<file path="config.mk">
export PLATFORM = sky130hd
export DESIGN_NAME = osc_message_deframer_core
export DESIGN_NICKNAME = d
export VERILOG_FILES = /design/src/oscdf_pkg.sv /design/src/oscdf_csr.sv /design/src/oscdf_parser.sv /design/src/oscdf_rsp_buffer.sv /design/src/osc_message_deframer_core.sv
export SDC_FILE = /design/constraint.sdc
export NUM_CORES = 1
export LEC_CHECK = 0
export BUFFER_PORTS_ARGS = -buffer_cell sky130_fd_sc_hd__clkbuf_2
export CAP_MARGIN = 25
export CELL_PAD_IN_SITES_DETAIL_PLACEMENT = 0
export CELL_PAD_IN_SITES_GLOBAL_PLACEMENT = 1
export CORE_UTILIZATION = 52
export DETAILED_ROUTE_END_ITERATION = 10
export PLACE_DENSITY = 0.83
export SETUP_SLACK_MARGIN = 0.5
export SKIP_CTS_REPAIR_TIMING = 1
export SLEW_MARGIN = 0
export SYNTH_ARGS = -nofsm -noshare
export SYNTH_HDL_FRONTEND = slang
export SYNTH_SLANG_ARGS = --single-unit
</file>
<file path="constraint.sdc">
create_clock -name clock -period 6 [get_ports clock]
set_clock_uncertainty 0.05 [all_clocks]
set_input_delay 0.9 -clock clock [delete_from_list [all_inputs] [get_ports clock]]
set_output_delay 0.9 -clock clock [all_outputs]
set_load 0.02 [all_outputs]
</file>
<file path="src/oscdf_pkg.sv">
// ----------------------------------------------------------------------------
// oscdf_pkg
// Shared types and constants for the OSC message deframer.
// ----------------------------------------------------------------------------
package oscdf_pkg;

   localparam int MAX_TYPE_TAGS     = 16;
   localparam int MAX_PATTERN_CHARS = 32;

   localparam int PATTERN_REGS   = 4;
   localparam int PATTERN_W      = 64;
   localparam int PATTERN_CHARS  = PATTERN_REGS * PATTERN_W / 8;
   localparam int CHAR_IDX_W     = $clog2(PATTERN_CHARS);
   localparam int PAT_LEN_W      = 6;
   localparam int CSR_INDEX_W    = 3;

   localparam int TAG_IDX_W      = (MAX_TYPE_TAGS > 1) ? $clog2(MAX_TYPE_TAGS) : 1;
   localparam int TAG_CNT_W      = $clog2(MAX_TYPE_TAGS + 1);
   localparam int ADDR_LEN_W     = 6;
   localparam int WORD_CNT_W     = 6;
   localparam int CMP_W          = 7;

   localparam int REQ_DATA_W     = 8;
   localparam int RSP_DATA_W     = 56;

   localparam logic [7:0] COMMA_CHAR = 8'd44;
   localparam logic [7:0] NULL_CHAR  = 8'd0;

   // Configuration register indexes
   localparam logic [CSR_INDEX_W-1:0] CSR_PATTERN_0_7   = 3'd0;
   localparam logic [CSR_INDEX_W-1:0] CSR_PATTERN_8_15  = 3'd1;
   localparam logic [CSR_INDEX_W-1:0] CSR_PATTERN_16_23 = 3'd2;
   localparam logic [CSR_INDEX_W-1:0] CSR_PATTERN_24_31 = 3'd3;
   localparam logic [CSR_INDEX_W-1:0] CSR_PATTERN_LEN   = 3'd4;

   typedef enum logic [1:0] {
      PH_ADDRESS = 2'd0,
      PH_TYPES   = 2'd1,
      PH_PADDING = 2'd2,
      PH_DATA    = 2'd3
   } phase_type;

   typedef enum logic [1:0] {
      KIND_ADDRESS = 2'd0,
      KIND_WORD    = 2'd1,
      KIND_END     = 2'd2
   } kind_type;

   typedef enum logic [1:0] {
      STATUS_OK       = 2'd0,
      STATUS_NO_TAGS  = 2'd1,
      STATUS_PARTIAL  = 2'd2
   } status_type;

   typedef struct packed {
      logic [PATTERN_REGS*PATTERN_W-1:0] pattern;   // char 0 in the top byte
      logic [PAT_LEN_W-1:0]              length;
   } cfg_type;

   typedef struct packed {
      kind_type              kind;
      logic                  matched;
      logic [31:0]           word;
      logic [WORD_CNT_W-1:0] index;
      logic [7:0]            tag;
      status_type            status;
      logic                  last;
   } rsp_type;

endpackage

</file>
<file path="src/oscdf_csr.sv">
// ----------------------------------------------------------------------------
// oscdf_csr
// Pattern and pattern length registers, written through a plain write port.
// ----------------------------------------------------------------------------
module oscdf_csr
   import oscdf_pkg::*;
(
   input  logic                   clock,
   input  logic                   reset,
   input  logic                   csr_we,
   input  logic [CSR_INDEX_W-1:0] csr_index,
   input  logic [PATTERN_W-1:0]   csr_wdata,
   output cfg_type                cfg
);

   logic [PATTERN_W-1:0] pattern_ff [PATTERN_REGS];
   logic [PAT_LEN_W-1:0] length_ff;

   always_ff @(posedge clock) begin
      if (reset) begin
         for (int i = 0; i < PATTERN_REGS; i++) begin
            pattern_ff[i] <= '0;
         end
         length_ff <= '0;
      end else if (csr_we) begin
         case (csr_index)
            CSR_PATTERN_0_7:   pattern_ff[0] <= csr_wdata;
            CSR_PATTERN_8_15:  pattern_ff[1] <= csr_wdata;
            CSR_PATTERN_16_23: pattern_ff[2] <= csr_wdata;
            CSR_PATTERN_24_31: pattern_ff[3] <= csr_wdata;
            CSR_PATTERN_LEN:   length_ff <= csr_wdata[PAT_LEN_W-1:0];
            default: ;
         endcase
      end
   end

   assign cfg.pattern = {pattern_ff[0], pattern_ff[1], pattern_ff[2], pattern_ff[3]};
   assign cfg.length  = length_ff;

endmodule

</file>
<file path="src/oscdf_parser.sv">
// ----------------------------------------------------------------------------
// oscdf_parser
// Per-byte parse state, type tag store and result formation.
// ----------------------------------------------------------------------------
module oscdf_parser
   import oscdf_pkg::*;
(
   input  logic            clock,
   input  logic            reset,
   input  cfg_type         cfg,
   input  logic            accept,
   input  logic [7:0]      packet_byte,
   input  logic            end_of_packet,
   output logic            rsp_have,
   output rsp_type         rsp
);

   phase_type              phase_ff, phase_in;
   logic [ADDR_LEN_W-1:0]  addr_len_ff, addr_len_in;
   logic                   addr_ended_ff, addr_ended_in;
   logic                   mismatch_ff, mismatch_in;
   logic [1:0]             offset_ff, offset_in;
   logic [TAG_CNT_W-1:0]   tag_count_ff, tag_count_in;
   logic [23:0]            held_ff, held_in;
   logic [1:0]             byte_in_word_ff, byte_in_word_in;
   logic [WORD_CNT_W-1:0]  word_count_ff, word_count_in;
   logic                   wrapped_ff, wrapped_in;
   logic [7:0]             tag_store_ff [MAX_TYPE_TAGS];
   logic                   tag_write;
   logic [7:0]             pattern_char;
   logic [CHAR_IDX_W-1:0]  char_idx;

   assign char_idx     = addr_len_ff[CHAR_IDX_W-1:0];
   assign pattern_char = cfg.pattern[PATTERN_REGS*PATTERN_W-1 - 8*char_idx -: 8];

   always_comb begin
      phase_in        = phase_ff;
      addr_len_in     = addr_len_ff;
      addr_ended_in   = addr_ended_ff;
      mismatch_in     = mismatch_ff;
      offset_in       = offset_ff;
      tag_count_in    = tag_count_ff;
      held_in         = held_ff;
      byte_in_word_in = byte_in_word_ff;
      word_count_in   = word_count_ff;
      wrapped_in      = wrapped_ff;
      tag_write       = 1'b0;
      rsp_have        = 1'b0;
      rsp             = '0;

      case (phase_ff)
         PH_ADDRESS: begin
            if (packet_byte == COMMA_CHAR) begin
               rsp_have    = 1'b1;
               rsp.kind    = KIND_ADDRESS;
               rsp.matched = !mismatch_ff && (addr_len_ff == cfg.length);
               phase_in    = PH_TYPES;
               offset_in   = 2'd1;
            end else if (!addr_ended_ff) begin
               if (packet_byte == NULL_CHAR) begin
                  addr_ended_in = 1'b1;
               end else if (addr_len_ff >= ADDR_LEN_W'(MAX_PATTERN_CHARS)) begin
                  mismatch_in = 1'b1;
               end else begin
                  if (addr_len_ff >= cfg.length || pattern_char != packet_byte) begin
                     mismatch_in = 1'b1;
                  end
                  addr_len_in = addr_len_ff + 1'b1;
               end
            end
         end
         PH_TYPES: begin
            offset_in = offset_ff + 1'b1;
            if (packet_byte == NULL_CHAR) begin
               phase_in = (offset_in == 2'd0) ? PH_DATA : PH_PADDING;
            end else if (tag_count_ff < TAG_CNT_W'(MAX_TYPE_TAGS)) begin
               tag_write    = 1'b1;
               tag_count_in = tag_count_ff + 1'b1;
            end
         end
         PH_PADDING: begin
            offset_in = offset_ff + 1'b1;
            if (offset_in == 2'd0) begin
               phase_in = PH_DATA;
            end
         end
         PH_DATA: begin
            if (byte_in_word_ff == 2'd3) begin
               rsp_have  = 1'b1;
               rsp.kind  = KIND_WORD;
               rsp.word  = {held_ff, packet_byte};
               rsp.index = word_count_ff;
               if (!wrapped_ff && (CMP_W'(word_count_ff) < CMP_W'(tag_count_ff))) begin
                  rsp.tag = tag_store_ff[word_count_ff[TAG_IDX_W-1:0]];
               end
               word_count_in   = word_count_ff + 1'b1;
               wrapped_in      = wrapped_ff || (word_count_ff == '1);
               held_in         = '0;
               byte_in_word_in = 2'd0;
            end else begin
               held_in         = {held_ff[15:0], packet_byte};
               byte_in_word_in = byte_in_word_ff + 1'b1;
            end
         end
         default: ;
      endcase

      if (end_of_packet) begin
         if (phase_in == PH_ADDRESS || phase_in == PH_TYPES) begin
            rsp.status = STATUS_NO_TAGS;
         end else if (phase_in == PH_PADDING || byte_in_word_in != 2'd0) begin
            rsp.status = STATUS_PARTIAL;
         end else begin
            rsp.status = STATUS_OK;
         end
         if (!rsp_have) begin
            rsp.kind = KIND_END;
         end
         rsp_have        = 1'b1;
         rsp.last        = 1'b1;
         // drop all parse state for the next packet
         phase_in        = PH_ADDRESS;
         addr_len_in     = '0;
         addr_ended_in   = 1'b0;
         mismatch_in     = 1'b0;
         offset_in       = '0;
         tag_count_in    = '0;
         held_in         = '0;
         byte_in_word_in = '0;
         word_count_in   = '0;
         wrapped_in      = 1'b0;
      end
   end

   always_ff @(posedge clock) begin
      if (reset) begin
         phase_ff        <= PH_ADDRESS;
         addr_len_ff     <= '0;
         addr_ended_ff   <= 1'b0;
         mismatch_ff     <= 1'b0;
         offset_ff       <= '0;
         tag_count_ff    <= '0;
         held_ff         <= '0;
         byte_in_word_ff <= '0;
         word_count_ff   <= '0;
         wrapped_ff      <= 1'b0;
      end else if (accept) begin
         phase_ff        <= phase_in;
         addr_len_ff     <= addr_len_in;
         addr_ended_ff   <= addr_ended_in;
         mismatch_ff     <= mismatch_in;
         offset_ff       <= offset_in;
         tag_count_ff    <= tag_count_in;
         held_ff         <= held_in;
         byte_in_word_ff <= byte_in_word_in;
         word_count_ff   <= word_count_in;
         wrapped_ff      <= wrapped_in;
      end
   end

   always_ff @(posedge clock) begin
      if (accept && tag_write) begin
         tag_store_ff[tag_count_ff[TAG_IDX_W-1:0]] <= packet_byte;
      end
   end

endmodule

</file>
<file path="src/oscdf_rsp_buffer.sv">
// ----------------------------------------------------------------------------
// oscdf_rsp_buffer
// Result register with a skid stage, so a stalled receiver costs no request.
// ----------------------------------------------------------------------------
module oscdf_rsp_buffer
   import oscdf_pkg::*;
(
   input  logic    clock,
   input  logic    reset,
   input  logic    push,
   input  rsp_type push_data,
   output logic    space,
   output logic    out_valid,
   input  logic    out_ready,
   output rsp_type out_data
);

   logic    main_valid_ff, main_valid_in;
   logic    skid_valid_ff, skid_valid_in;
   rsp_type main_ff, main_in;
   rsp_type skid_ff, skid_in;

   assign space     = !skid_valid_ff;
   assign out_valid = main_valid_ff;
   assign out_data  = main_ff;

   always_comb begin
      main_valid_in = main_valid_ff;
      skid_valid_in = skid_valid_ff;
      main_in       = main_ff;
      skid_in       = skid_ff;
      if (main_valid_ff && !out_ready) begin
         // hold the head, park a new result in the skid stage
         if (push) begin
            skid_valid_in = 1'b1;
            skid_in       = push_data;
         end
      end else if (skid_valid_ff) begin
         main_valid_in = 1'b1;
         main_in       = skid_ff;
         skid_valid_in = 1'b0;
      end else begin
         main_valid_in = push;
         main_in       = push_data;
      end
   end

   always_ff @(posedge clock) begin
      if (reset) begin
         main_valid_ff <= 1'b0;
         skid_valid_ff <= 1'b0;
      end else begin
         main_valid_ff <= main_valid_in;
         skid_valid_ff <= skid_valid_in;
      end
   end

   always_ff @(posedge clock) begin
      main_ff <= main_in;
      skid_ff <= skid_in;
   end

endmodule

</file>
<file path="src/osc_message_deframer_core.sv">
// ----------------------------------------------------------------------------
// osc_message_deframer_core
// OSC message deframer: address match, type tags and argument words.
// ----------------------------------------------------------------------------
// Usage:
//   req_*  carries one packet byte per request; req_tlast marks the final
//          byte of a packet.
//   rsp_*  carries results: an address match at the first comma, one
//          argument word per 4 data bytes (with index and type tag), and a
//          packet end status. The final byte's result has rsp_tlast set and
//          carries the end status, or is a separate end-status result.
//   csr_*  writes the pattern registers and the pattern length; write only
//          while the block is idle.
// Output: a result is registered in the result register, or parked in the
//   skid stage while the receiver stalls, before it shows on rsp_*.
// Throughput: one byte per cycle while the skid stage is empty; the parse
//   state takes a single pass of logic per byte; the result is registered.
// Stall: a result register plus a one-entry skid stage sit on the output;
//   req_tready drops only while the skid stage is occupied, so bytes that
//   give no result keep flowing while the receiver stalls, and the input
//   stops once a second result is waiting.
// Reset: parse state returns to the address phase, pattern registers clear,
//   output stages empty. The type tag store is not cleared.
// ----------------------------------------------------------------------------
module osc_message_deframer_core
   import oscdf_pkg::*;
(
   input  logic                   clock,
   input  logic                   reset,
   // request channel
   input  logic                   req_tvalid,
   output logic                   req_tready,
   input  logic [REQ_DATA_W-1:0]  req_tdata,   // [7:0] packet_byte
   input  logic                   req_tlast,   // end_of_packet
   // result channel
   output logic                   rsp_tvalid,
   input  logic                   rsp_tready,
   output logic [RSP_DATA_W-1:0]  rsp_tdata,   // [0] address_matched,
                                               // [32:1] argument_word,
                                               // [38:33] argument_index,
                                               // [46:39] type_tag,
                                               // [48:47] end_status, rest 0
   output logic [1:0]             rsp_tuser,   // result_kind
   output logic                   rsp_tlast,   // last_of_packet
   // configuration write port
   input  logic                   csr_we,
   input  logic [CSR_INDEX_W-1:0] csr_index,
   input  logic [PATTERN_W-1:0]   csr_wdata
);

   cfg_type cfg;
   logic    accept;
   logic    space;
   logic    rsp_have;
   rsp_type rsp_new;
   rsp_type rsp_head;

   // accept a byte whenever the skid stage has room
   assign req_tready = space;
   assign accept     = req_tvalid && space;

   oscdf_csr u_csr (
      .clock     (clock),
      .reset     (reset),
      .csr_we    (csr_we),
      .csr_index (csr_index),
      .csr_wdata (csr_wdata),
      .cfg       (cfg)
   );

   oscdf_parser u_parser (
      .clock         (clock),
      .reset         (reset),
      .cfg           (cfg),
      .accept        (accept),
      .packet_byte   (req_tdata[7:0]),
      .end_of_packet (req_tlast),
      .rsp_have      (rsp_have),
      .rsp           (rsp_new)
   );

   // push only results of accepted requests
   oscdf_rsp_buffer u_rsp_buffer (
      .clock     (clock),
      .reset     (reset),
      .push      (accept && rsp_have),
      .push_data (rsp_new),
      .space     (space),
      .out_valid (rsp_tvalid),
      .out_ready (rsp_tready),
      .out_data  (rsp_head)
   );

   assign rsp_tdata = {7'd0, rsp_head.status, rsp_head.tag, rsp_head.index,
                       rsp_head.word, rsp_head.matched};
   assign rsp_tuser = rsp_head.kind;
   assign rsp_tlast = rsp_head.last;

endmodule
</file>
=== Yosys cells after proc, flatten, opt, wreduce, memory -nomap -nowiden ===
Memory sizes are Yosys's and may differ from the RTL's. A register that Yosys moved wholly into a read port is not among the register bits.
Index checks and enable logic that the tools add are counted.

* Bits in registers: 162
* Bits in writable memories: 384
* Logic and storage cells: 192
* Memories: 2

{| class="wikitable"
|+ Memory list
! name !! words !! width !! rd ports !! clocked after Yosys merged registers in !! write ports !! RTL line !! RTL
|-
| u_csr.pattern_ff || 4 || 64 || 4 || 0 || 4 || oscdf_csr.sv:16 || <nowiki>logic [PATTERN_W-1:0] pattern_ff [PATTERN_REGS];</nowiki>
|-
| u_parser.tag_store_ff || 16 || 8 || 1 || 1 || 1 || oscdf_parser.sv:28 || <nowiki>logic [7:0] tag_store_ff [MAX_TYPE_TAGS];</nowiki>
|}

* $add $sub $neg: 6
* $lt $le $gt $ge: 4
* Equality and inequality tests: 19
* Shift operators: 1
* Mux-type cells: 90
* Bitwise gates (word level): 5
* Reductions and logical operators: 38

{| class="wikitable"
|+ Operators with widths
! kind !! count
|-
| $shiftx 263x33->8 || 1
|-
| $mux 64 || 4
|-
| $mux 46 || 2
|-
| $mux 24 || 3
|-
| $mux 6 || 9
|-
| $mux 52 || 1
|-
| $mux 1 || 46
|-
| $mux 2 || 13
|-
| $mux 5 || 4
|-
| $add 6x1->6 const B || 2
|-
| $reduce_and 6->1 || 2
|-
| $reduce_bool 2->1 || 6
|-
| $reduce_and 3->1 || 3
|-
| $sub 8x8->9 const A || 1
|-
| $eq 2x2->1 const B || 4
|-
| $eq 8x6->1 const B || 1
|-
| $logic_not 8->1 || 1
|-
| $mux 4 || 2
|-
| $mux 8 || 1
|-
| $ne 2x2->1 const B || 4
|-
| $ne 8x8->1 || 1
|-
| $eq 3x2->1 const B || 2
|-
| $eq 6x6->1 || 1
|-
| $eq 6x6->1 const B || 1
|-
| other kinds (25) || 48
|}

=== Logic depth before layout (Yosys ltp) ===
* Depth in word-level cells: 11
* Mapped depth: 11
* Mapped depth without buffers: 9

=== By module ===
A second synthesis with hierarchy kept.

* Cell total of the unflattened synthesis: 1643
* Area, all modules: 25454.4 µm²

{| class="wikitable"
|+ Modules (own cells, without submodules)
! module !! times used !! cells each !! area each (µm²) !! seq. area each (µm²)
|-
| oscdf_csr || 1 || 670 || 11197.0 || 7807.5
|-
| oscdf_parser || 1 || 792 || 10117.2 || 4924.7
|-
| oscdf_rsp_buffer || 1 || 171 || 4071.4 || 3163.0
|-
| osc_message_deframer_core || 1 || 10 || 68.8 || 0.0
|}

=== Worst setup path after synthesis ===
OpenSTA, ideal clock, no wires.

* Path kind: in2reg
* Start point: in rsp_tready
* End point: reg u_rsp_buffer.skid_ff[0] (netlist bit), enable pin
* Setup time: 462 ps
* Data arrival time: 4538 ps
* Required time: 5488 ps
* Slack: 950 ps
* Stages: 2
* Buffers on the path: 0
* Path through: nand2b_1 > nor2_1

* Word-level cells in the longest chain between the ends: 3

{| class="wikitable"
|+ RTL lines
! what !! RTL line !! RTL
|-
| start, declared || osc_message_deframer_core.sv:37 || <nowiki>input logic rsp_tready,</nowiki>
|-
| $logic_not 1->1 || oscdf_rsp_buffer.sv:32 || <nowiki>if (main_valid_ff && !out_ready) begin</nowiki>
|-
| $logic_and 1x1->1 || oscdf_rsp_buffer.sv:32 ||
|-
| $reduce_and 2->1 (no line) || -- ||
|-
| end signal, assigned || oscdf_rsp_buffer.sv:60 || <nowiki>skid_ff <= skid_in;</nowiki>
|-
| end, declared || oscdf_rsp_buffer.sv:21 || <nowiki>rsp_type skid_ff, skid_in;</nowiki>
|}

Every way passes these cells.
A chain may end at the register's enable or synchronous reset.

=== Final worst setup path ===
* Start point: reg u_parser.addr_len_ff[1]
* End point: reg u_parser.mismatch_ff

* Word-level cells in the longest chain between the ends: 7
* Elaborated cells between the ends (all ways): 14
* Those cells by class: 1 x add/sub; 2 x order compare; 1 x eq/ne; 1 x shift; 6 x mux; 3 x reduce/logical

{| class="wikitable"
|+ RTL lines
! what !! RTL line !! RTL
|-
| start, declared || oscdf_parser.sv:19 || <nowiki>logic [ADDR_LEN_W-1:0] addr_len_ff, addr_len_in;</nowiki>
|-
| start signal, assigned || oscdf_parser.sv:149 || <nowiki>addr_len_ff <= addr_len_in;</nowiki>
|-
| parallel branches: the longest is 7 deep, another holds $sub 8x8->9 || -- ||
|-
| end signal, assigned || oscdf_parser.sv:151 || <nowiki>mismatch_ff <= mismatch_in;</nowiki>
|-
| end, declared || oscdf_parser.sv:21 || <nowiki>logic mismatch_ff, mismatch_in;</nowiki>
|}

Parallel ways; which one is timed is not known. The select of a mux whose other input is x is not followed.

==> impl_metrics.toml <==
[run_status]
status = "finished, final reports clean"

[critical_path]
ff2ff_path_depth = 9
end_kind = "register"
critical_path_class = "reg -> reg"
worst_r2r_endpoint = "u_parser.mismatch_ff$_SDFFE_PP0P_"
r2r_start = "u_parser.addr_len_ff[1]$_SDFFE_PP0P_"
reg2reg_slack_ns = 2.36
critPathRequiredTime_ns = 6.44
startpoint = "u_parser.addr_len_ff[1]$_SDFFE_PP0P_"
worstPathMaxFanout = 48
cp.arrival_ns = 4.08
crit_end = "u_parser.mismatch_ff$_SDFFE_PP0P_"
worst_setup_path_start_kind = "register"

[floorplan]
die_width_um = 215
die_area_sq_um = 46200
ios = 142
fp-row-count = 77
die_y_um = 215
core_area_sq_um = 44400
initial_core_util = 0.530

[layout]
fin_nets = 1771
layout.cells.non_filler = 2302
n_antenna_cell = 0
syn_to_final_growth_pct = 13.3
final_core_util = 0.601
drive_gt1_frac = 0.243
n_fill_cell = 3371

[global_route]
grt_pass1_wl_um = 76600
grt_usage = 0.216
gr-total-overflow = 0
grt_pass1_vias = 13300
antenna_found_initial = 1
grt_max_degree = 65

[power_and_ir_drop]
irDropWorstVdd_v = 0.000280
power_density_nw_per_um2 = 305
leakagePower_nw = 9.73

[logic_synthesis]
yosysTopAreaCell = "edfxtp_1"
async_flop_share = 0
ys_seq_elements = 550
synthFlopType = "edfxtp_1"
synth_edf_count = 488
ys_warn_count = 0
synth.distinct_cells = 53
synth_area_leaders = "edfxtp_1, mux4_2, and2_1, dfxtp_1, mux2_2"
synth_area_sq_um = 23600
synth_top_area_share = 0.622
postSynthCellCount = 1534
synth_most_common_cell = "edfxtp_1"
syn_avg_cell_area_sq_um = 15.4
seq_area_frac_synth = 0.675
netlist_top_cells_count = "edfxtp_1, and2_1, mux4_2"

[route]
wire_per_inst_um = 21.1
wirelength_um = 48600
drc = 0
vias_per_cell = 5.58
drt_iter0_markers = 844
drtAntennaViolNets = 0
num_vias = 12800
drt_pass1_iterations = 5

[place]
dp.cells = 2198
post-dp-hpwl_um = 30600
gp_congestion = 0.796
port_buffers = 134
place_ws_ns = 1.80

[min_path]
hold_class = "reg -> reg"
min_path_cells = 2

[timing]
hold_viol_final = 0
setup_tns_ns = 0
setup_viol = 0
min_period_ns = 3.64
rsz0062_at_grt = "no"
slew_headroom = 0.323
slew_violations = 0
worstMarginPinSlew_ns = 1.01
final.period_utilization = 0.607
setup_ws_ns = 2.36
fmax_mhz = 274

[run]
drv_cap = 0

[clocking]
clk_pin_slew_ns = 0.06
cts.path.max_buffers = 3
cts-root-buf = "clkbuf_16"
cts_tree = "built"
cts_buffers = 56
clock_latency_ns = 0.60
htree_levels = 2
clock-sinks = 550
==> cell families after synthesis <==
group,synth area share
fa+ha+maj,0.0122
flops,0.675
xor+xnor,0.00632
compound gates,0.0284
mux,0.129
other cells,0.000159
buf+inv,0.0226
simple gates,0.126
==> worst min-delay path by stage <==
stage	startpoint	to
after global placement	u_parser.held_ff[22]$_SDFFE_PP0P_	u_parser.held_ff[22]$_SDFFE_PP0P_
after floorplan	u_parser.held_ff[16]$_SDFFE_PP0P_	u_parser.held_ff[16]$_SDFFE_PP0P_
after CTS	u_parser.held_ff[17]$_SDFFE_PP0P_	u_parser.held_ff[17]$_SDFFE_PP0P_
final	u_parser.held_ff[17]$_SDFFE_PP0P_	u_parser.held_ff[17]$_SDFFE_PP0P_
after global routing	u_parser.held_ff[21]$_SDFFE_PP0P_	u_parser.held_ff[21]$_SDFFE_PP0P_
after detailed placement	u_parser.held_ff[17]$_SDFFE_PP0P_	u_parser.held_ff[17]$_SDFFE_PP0P_
==> layout by cell type (no fill, tap or decap), drive strengths merged, types with 8 or more instances in the layout <==
cell type	instances
nor2b	16
mux2	61
dfxtp	62
xor2	8
clkinv	18
a211oi	11
mux2i	24
buf	30
o21ai	12
mux4	94
edfxtp	488
nand2b	12
xnor2	9
nor3	15
ha	23
nand3	35
a21oi	51
clkbuf	212
nor2	54
nand2	82
nor4	8
inv	22
and2	257
o22ai	13
and3	40
==> metal layers <==
metal	track usage	wire, um	vias up
met5	0	0	-
met4	0.0690	1130	0
met2	0.361	24100	364
li1	-	-	5978
met1	0.289	20700	6424
met3	0.0362	2710	75
==> state kept, by name, summed over array words and instances (netlist names), 2 cells and up, named ones only <==
| register | cells |
|---|---|
| u_parser.held_ff | 24 |
| u_parser.phase_ff | 2 |
| u_rsp_buffer.skid_ff | 52 |
| u_parser.word_count_ff | 6 |
| u_parser.offset_ff | 2 |
| u_parser.tag_store_ff | 128 |
| u_rsp_buffer.out_data | 52 |
| u_parser.tag_count_ff | 5 |
| u_csr.length_ff | 6 |
| u_csr.pattern_ff | 256 |
| u_parser.byte_in_word_ff | 2 |
| u_parser.addr_len_ff | 6 |
==> metrics by stage <==
stage,total power [mW],hold slack [ns],instance area (sq um)
3_5_place_dp,4.77,0.392,24800
3_3_place_gp,4.76,0.390,24800
5_1_grt,8.41,0.428,26700
4_1_cts,8.23,0.400,26700
2_1_floorplan,4.61,0.377,23600
6_report,8.15,0.399,26700
==> power by group <==
part | switching (mW) | leakage [nW] | internal [mW] | total, mW
combinational | 0.228 | 3.50 | 0.126 | 0.354
clock | 1.41 | 0.898 | 2.05 | 3.46
sequential | 0.0392 | 5.33 | 4.29 | 4.33
total | 1.68 | 9.73 | 6.47 | 8.15
==> area by class of cell <==
| type | instances | area (sq um) | area share |
|---|---|---|---|
| flip-flops and latches | 550 | 15900 | 0.596 |
| clock buffers | 76 | 1550 | 0.0580 |
| inverters | 21 | 78.8 | 0.00295 |
| clock inverters | 25 | 270 | 0.0101 |
| well taps | 592 | 741 | 0.0278 |
| repair buffers | 166 | 966 | 0.0362 |
| multi-input cells | 872 | 7190 | 0.269 |
==> critical path: stages, from the launching register on <==
cell      delay (ns)
dfxtp_4         0.85
buf_12          0.36
mux4_2          0.54
mux2i_1         0.20
o22ai_1         0.12
a211oi_1        0.68
xnor2_1         0.17
nor4_2          0.17
nand4_1         0.12
a22o_1          0.21
Power figures use the tool's default switching activity.
